## config.mk

```make
export PLATFORM = sky130hd
export DESIGN_NAME = kcw_cell
export DESIGN_NICKNAME = d
export VERILOG_FILES = /design/src/sv/kcw_pkg.sv /design/src/sv/kcw_cell.sv
export SDC_FILE = /design/constraint.sdc
export NUM_CORES = 2
export LEC_CHECK = 0
export ABC_AREA = 1
export BUFFER_PORTS_ARGS = -buffer_cell sky130_fd_sc_hd__buf_2
export CELL_PAD_IN_SITES_DETAIL_PLACEMENT = 0
export CELL_PAD_IN_SITES_GLOBAL_PLACEMENT = 2
export CORE_UTILIZATION = 43
export DETAILED_ROUTE_END_ITERATION = 16
export PLACE_DENSITY_LB_ADDON = 0.25
export SETUP_SLACK_MARGIN = 0.2
export SYNTH_ARGS = -nofsm -noshare
export SYNTH_HDL_FRONTEND = slang
export SYNTH_SLANG_ARGS = --single-unit
```

## constraint.sdc

```tcl
create_clock -name clk -period 18.7 [get_ports clk]
set_input_delay 1.87 -clock clk [delete_from_list [all_inputs] [get_ports clk]]
set_output_delay 1.87 -clock clk [all_outputs]
set_load 0.03 [all_outputs]
```

## src/sv/kcw_pkg.sv

```systemverilog
// Shared constants, types and helper functions of the Koch segment walker.
package kcw_pkg;

  localparam int COORD_BITS    = 24;
  localparam int MAX_LEVELS    = 8;
  localparam int CNT_BITS      = 2 * MAX_LEVELS;
  localparam int DEPTH_BITS    = $clog2(MAX_LEVELS + 1);
  localparam int LVL_IDX_BITS  = (MAX_LEVELS > 1) ? $clog2(MAX_LEVELS) : 1;
  localparam int LEVELS_BITS   = 4;
  localparam int CFG_IDX_BITS  = 3;
  localparam int CFG_DATA_BITS = COORD_BITS;
  localparam int SIN60_BITS    = 17;

  // floor(x/3) = (x * DIV3_MUL) >> DIV3_SHIFT, exact for x < 2^COORD_BITS
  localparam logic [COORD_BITS-1:0] DIV3_MUL =
    COORD_BITS'(((64'd1 << (COORD_BITS + 1)) + 64'd2) / 64'd3);
  localparam int DIV3_SHIFT = COORD_BITS + 1;

  // sin(60) in Q16, kept positive in a signed operand
  localparam logic [SIN60_BITS-1:0] SIN60_Q16 = SIN60_BITS'(56756);

  localparam logic [DEPTH_BITS-1:0] MAX_DEPTH   = DEPTH_BITS'(MAX_LEVELS);
  localparam logic [MAX_LEVELS-1:0] FIRST_LEVEL = MAX_LEVELS'(1);

  typedef logic signed [COORD_BITS-1:0] coord_t;
  typedef logic [CNT_BITS-1:0]          cnt_t;
  typedef logic [DEPTH_BITS-1:0]        depth_t;

  typedef struct packed {
    coord_t x1;
    coord_t y1;
    coord_t x2;
    coord_t y2;
  } seg_t;

  typedef struct packed {
    logic       start;
    logic [1:0] digit;
  } cell_ctl_t;

  typedef enum logic [1:0] {
    S_IDLE,
    S_RUN,
    S_HOLD
  } walk_state_t;

  typedef enum logic [1:0] {
    CP_IDLE,
    CP_DIV,
    CP_SIN,
    CP_PT
  } cell_phase_t;

  typedef enum logic [CFG_IDX_BITS-1:0] {
    CFG_START_X = 3'd0,
    CFG_START_Y = 3'd1,
    CFG_END_X   = 3'd2,
    CFG_END_Y   = 3'd3,
    CFG_LEVELS  = 3'd4
  } cfg_idx_t;

  function automatic depth_t lvl_of(input int c);
    return DEPTH_BITS'(c + 1);
  endfunction

  function automatic cnt_t last_of(input depth_t d);
    logic [CNT_BITS:0] one_sh;
    logic [CNT_BITS:0] lst;
    one_sh = (CNT_BITS + 1)'(1) << {d, 1'b0};
    lst    = one_sh - 1'b1;
    return lst[CNT_BITS-1:0];
  endfunction

endpackage

```

## src/sv/kcw_cell.sv

```systemverilog
// One subdivision level: holds its segment and derives it from the parent through the divide, sin60 and point phases.
module kcw_cell (
  input  logic               clk,
  input  logic               rst_n,
  input  kcw_pkg::cell_ctl_t ctl_i,
  input  kcw_pkg::seg_t      parent_i,
  output kcw_pkg::seg_t      seg_o,
  output logic               done_o
);

  kcw_pkg::cell_phase_t ph_r, ph_nxt;
  logic                 done_r;

  logic signed [kcw_pkg::COORD_BITS:0] diff_x, diff_y, ndiff_x, ndiff_y;
  logic [kcw_pkg::COORD_BITS-1:0]      mag_x_r, mag_y_r;
  logic                                neg_x_r, neg_y_r;

  logic [2*kcw_pkg::COORD_BITS-1:0]          prod_x, prod_y;
  logic [kcw_pkg::COORD_BITS-1:0]            q_x, q_y;
  kcw_pkg::coord_t                           dx_r, dy_r;

  logic signed [kcw_pkg::COORD_BITS+kcw_pkg::SIN60_BITS-1:0] sprod_x, sprod_y;
  kcw_pkg::coord_t                           sx_r, sy_r;

  kcw_pkg::coord_t x3, y3, x4, y4, x5, y5;
  kcw_pkg::seg_t   seg_r, seg_nxt;

  assign diff_x  = {parent_i.x2[kcw_pkg::COORD_BITS-1], parent_i.x2}
                 - {parent_i.x1[kcw_pkg::COORD_BITS-1], parent_i.x1};
  assign diff_y  = {parent_i.y2[kcw_pkg::COORD_BITS-1], parent_i.y2}
                 - {parent_i.y1[kcw_pkg::COORD_BITS-1], parent_i.y1};
  assign ndiff_x = -diff_x;
  assign ndiff_y = -diff_y;

  // divide by three toward zero on the magnitude
  assign prod_x = mag_x_r * kcw_pkg::DIV3_MUL;
  assign prod_y = mag_y_r * kcw_pkg::DIV3_MUL;
  assign q_x    = {1'b0, prod_x[2*kcw_pkg::COORD_BITS-1:kcw_pkg::DIV3_SHIFT]};
  assign q_y    = {1'b0, prod_y[2*kcw_pkg::COORD_BITS-1:kcw_pkg::DIV3_SHIFT]};

  assign sprod_x = dx_r * $signed(kcw_pkg::SIN60_Q16);
  assign sprod_y = dy_r * $signed(kcw_pkg::SIN60_Q16);

  assign x3 = parent_i.x1 + dx_r;
  assign y3 = parent_i.y1 + dy_r;
  assign x5 = parent_i.x2 - dx_r;
  assign y5 = parent_i.y2 - dy_r;
  assign x4 = x3 + (dx_r >>> 1) - sy_r;
  assign y4 = y3 + sx_r + (dy_r >>> 1);

  always_comb begin
    case (ctl_i.digit)
      2'd0:    seg_nxt = '{x1: parent_i.x1, y1: parent_i.y1, x2: x3, y2: y3};
      2'd1:    seg_nxt = '{x1: x3, y1: y3, x2: x4, y2: y4};
      2'd2:    seg_nxt = '{x1: x4, y1: y4, x2: x5, y2: y5};
      default: seg_nxt = '{x1: x5, y1: y5, x2: parent_i.x2, y2: parent_i.y2};
    endcase
  end

  always_comb begin
    case (ph_r)
      kcw_pkg::CP_IDLE: ph_nxt = ctl_i.start ? kcw_pkg::CP_DIV : kcw_pkg::CP_IDLE;
      kcw_pkg::CP_DIV:  ph_nxt = kcw_pkg::CP_SIN;
      kcw_pkg::CP_SIN:  ph_nxt = kcw_pkg::CP_PT;
      kcw_pkg::CP_PT:   ph_nxt = kcw_pkg::CP_IDLE;
      default:          ph_nxt = kcw_pkg::CP_IDLE;
    endcase
  end

  always_ff @(posedge clk) begin
    if (!rst_n) begin
      ph_r   <= kcw_pkg::CP_IDLE;
      done_r <= 1'b0;
    end else begin
      ph_r   <= ph_nxt;
      done_r <= (ph_r == kcw_pkg::CP_PT);
    end
  end

  always_ff @(posedge clk) begin
    if (ph_r == kcw_pkg::CP_IDLE && ctl_i.start) begin
      neg_x_r <= diff_x[kcw_pkg::COORD_BITS];
      neg_y_r <= diff_y[kcw_pkg::COORD_BITS];
      mag_x_r <= diff_x[kcw_pkg::COORD_BITS] ? ndiff_x[kcw_pkg::COORD_BITS-1:0]
                                             : diff_x[kcw_pkg::COORD_BITS-1:0];
      mag_y_r <= diff_y[kcw_pkg::COORD_BITS] ? ndiff_y[kcw_pkg::COORD_BITS-1:0]
                                             : diff_y[kcw_pkg::COORD_BITS-1:0];
    end
    if (ph_r == kcw_pkg::CP_DIV) begin
      dx_r <= neg_x_r ? -q_x : q_x;
      dy_r <= neg_y_r ? -q_y : q_y;
    end
    if (ph_r == kcw_pkg::CP_SIN) begin
      sx_r <= sprod_x[kcw_pkg::COORD_BITS+15:16];
      sy_r <= sprod_y[kcw_pkg::COORD_BITS+15:16];
    end
    if (ph_r == kcw_pkg::CP_PT) begin
      seg_r <= seg_nxt;
    end
  end

  assign seg_o  = seg_r;
  assign done_o = done_r;

endmodule

```

==> impl_metrics.tcl <==
set metrics [dict create \
    status "completed" \
    worst_pin_slew_ns 1.026 \
    rows 138 \
    cts_buffers 36 \
    critical_path_required_ns 19.02 \
    wl_per_cell_um 22.09 \
    die_w_um 381.2 \
    cts-root-buf "clkbuf_16" \
    ys.flop_type "edfxtp_1" \
    postSynthAreaPerCell_um2 8.002 \
    ctsLongestPathBuffers 3 \
    postSynthCellCount 7726 \
    max-cap-violations 0 \
    holdWs_ns 0.6970 \
    setup-tns-final_ns 0 \
    antenna_found_initial 12 \
    layout-drive-gt1-share 0.04884 \
    synth-async-reset-ratio 0 \
    avgViaCountPerCell 5.147 \
    area_delta_synth_final_pct 7.569 \
    cpPeakStageDelay_ns 0.58 \
    coreArea_mm2 0.1421 \
    boundaryPins 198 \
    fmax_mhz 135.7 \
    r2r-end "dy_r[14]" \
    min_to "ph_r[1]" \
    synth_area_leader_cell "fa_1" \
    ctsHoldBuffers 0 \
    post-route-drc-count 0 \
    finalNonFillerCells 9861 \
    place.gp.congestion 0.9604 \
    drtIter0Drc 3410 \
    die_y_um 381.2 \
    crit_arrival_ns 7.70 \
    grt_max_degree 58 \
    dr.pass1.iters 6 \
    totalWireLength_um 217800 \
    clk_latency_ns 0.62 \
    yosys_warnings 0 \
    path_class "reg2reg" \
    yosys.area.top_type_share 0.2788 \
    synth_area_leaders "fa_1, ha_1, inv_1" \
    cp_common_cell "nand2_1" \
    fill_cells 14310 \
    hpwlAfterDp_um 191800 \
    finalHoldViolCount 0 \
    ys_ff_latch 245 \
    post-route-util 0.4680 \
    crit_family "adder cells" \
    ys_seq_area_frac 0.1185 \
    r2r_slack_ns 11.33 \
    tritoncts "done" \
    num_vias 50760 \
    clock_skew_ns 0.04792 \
    clock-sinks 245 \
    start_util 0.4351 \
    critPathBufInv 4 \
    grt_overflow 0 \
    worst_hold_path.num_cells 4 \
    cp_slowest_cell "fa_1" \
    htree_levels 2 \
    critPathCaptureType "flip-flop" \
    slew_violations 0 \
    reg2reg_from "mag_y_r[12]" \
    hold_path_class "reg2reg" \
    synth_nets 9635 \
    finalSetupViolCount 0 \
    cts_setup_buffers 0 \
    relSlewSlack 0.3151 \
    r2r_cells 27 \
    fin_crit_ns 7.371 \
    path_max_fanout 11 \
    rsz0062_at_grt "false" \
    ant_nets 0 \
    ctsResizeCount 0 \
    track_usage 0.3050 \
    ys_types 64 \
    cp-start-kind "flip-flop" \
    fin_nets 9847 \
    die_area_mm2 0.1453 \
    grt_pass1_wl_um 332400 \
    clk_pin_slew_ns 0.07 \
    netlist_area_mm2 0.06183 \
    period_share 0.3941 \
    io_buffers 197 \
    hp-start "ph_r[0]" \
    first_global_vias 52870 \
    placed_cells 9790 \
    synth_edf_count 242 \
]
==> tightest hold or removal path, stage by stage, from the launching register on <==
cell and delay [ns]:
dfxtp_1 0.35, inv_1 0.13, ha_1 0.15, nand2_1 0.05
inv_1 0.04
==> area by class of cell <==
cell class,instances,area (µm²),share of cell area
multi-input combinational,5380,46620,0.7011
inverter,2055,7716,0.1160
sequential,245,7327,0.1102
tap,1890,2365,0.03556
timing repair buffer,220,1159,0.01742
clock buffer,40,937.1,0.01409
clock inverter,25,362.8,0.005456
antenna,6,15.01,0.0002258
==> how the worst max path moves through the flow <==
| stage | startpoint | to | slack [ns] | cells after the start |
|---|---|---|---|---|
| finish | mag_y_r[12] | dy_r[14] | 11.33 | 27 |
| CTS | mag_y_r[12] | dy_r[12] | 11.28 | 27 |
| detailed placement | mag_y_r[12] | dy_r[14] | 11.31 | 27 |
| global placement | mag_y_r[12] | dy_r[22] | 11.31 | 28 |
| floorplan | mag_x_r[23] | dx_r[18] | 12.53 | 30 |
| global route | mag_y_r[12] | dy_r[14] | 10.77 | 27 |
==> stage by stage <==
| stage | instance area, µm² | setup slack (ns) |
|---|---|---|
| 5_1_grt | 66490 | 10.77 |
| 6_report | 66510 | 11.33 |
| 3_5_place_dp | 65190 | 11.31 |
| 3_3_place_gp | 65190 | 11.31 |
| 2_1_floorplan | 61830 | 12.53 |
| 4_1_cts | 66490 | 11.28 |
==> kinds of logic (layout without fill, tap and decap cells) <==
group | Yosys count | after routing | synth area share
other | 0 | 6 | 0
adders and majority gates | 1808 | 1808 | 0.4704
DFF | 245 | 245 | 0.1185
and+or+nand+nor | 2532 | 2532 | 0.1713
buffers and inverters | 2101 | 2340 | 0.1280
xor gates and xnor gates | 257 | 257 | 0.03714
AOI/OAI and AO/OA | 783 | 783 | 0.07456
==> synth_stat cells (8+ instances only) <==
master,instances
xor2_1,162
nor2_2,13
ha_1,947
nand3b_1,18
nand2_2,20
a21o_1,26
o2111ai_1,57
o21bai_1,41
a21oi_1,367
a31oi_1,16
o21ai_0,168
nand3_1,279
nor4_1,17
nand2_1,1548
xnor2_1,89
edfxtp_1,242
o21a_1,20
fa_1,861
o21ai_1,15
o211ai_1,8
or2_2,22
inv_1,2044
a21boi_0,10
clkbuf_1,35
inv_2,8
nor3_1,54
nor2_1,421
a211oi_1,12
nand4_1,113
==> per-layer routing <==
layer,share of wire,track usage
met1,0.45,0.4148
met2,0.46,0.4995
met3,0.054,0.04076
met4,0.038,0.09929
met5,0.00011,0
==> flip-flops by register name, summed over array words and instances, names as in the netlist, 2 cells and up <==
| register | cells |
|---|---|
| mag_y_r | 24 |
| dy_r | 24 |
| sx_r | 24 |
| dx_r | 24 |
| seg_o | 96 |
| sy_r | 24 |
| mag_x_r | 24 |
| ph_r | 2 |
==> layout by cell type, fill, tap and decap left out, types with 20 or more instances in the layout <==
cell,netlist,routed
nand3_1,279,279
o2111ai_1,57,57
nand4_1,113,113
xnor2_1,89,89
a21o_1,26,26
inv_1,2044,2043
fa_1,861,861
nor3_1,54,54
buf_4,1,23
buf_2,0,197
o21a_1,20,20
o21bai_1,41,41
xor2_1,162,162
nor2_1,421,418
or2_2,22,22
a21oi_1,367,367
nand2_2,20,20
ha_1,947,944
o21ai_0,168,168
edfxtp_1,242,242
clkbuf_16,0,37
nand2_1,1548,1548
Power is not shown: default switching activity piles up to over one toggle a cycle in this logic, so the estimate is an artifact.
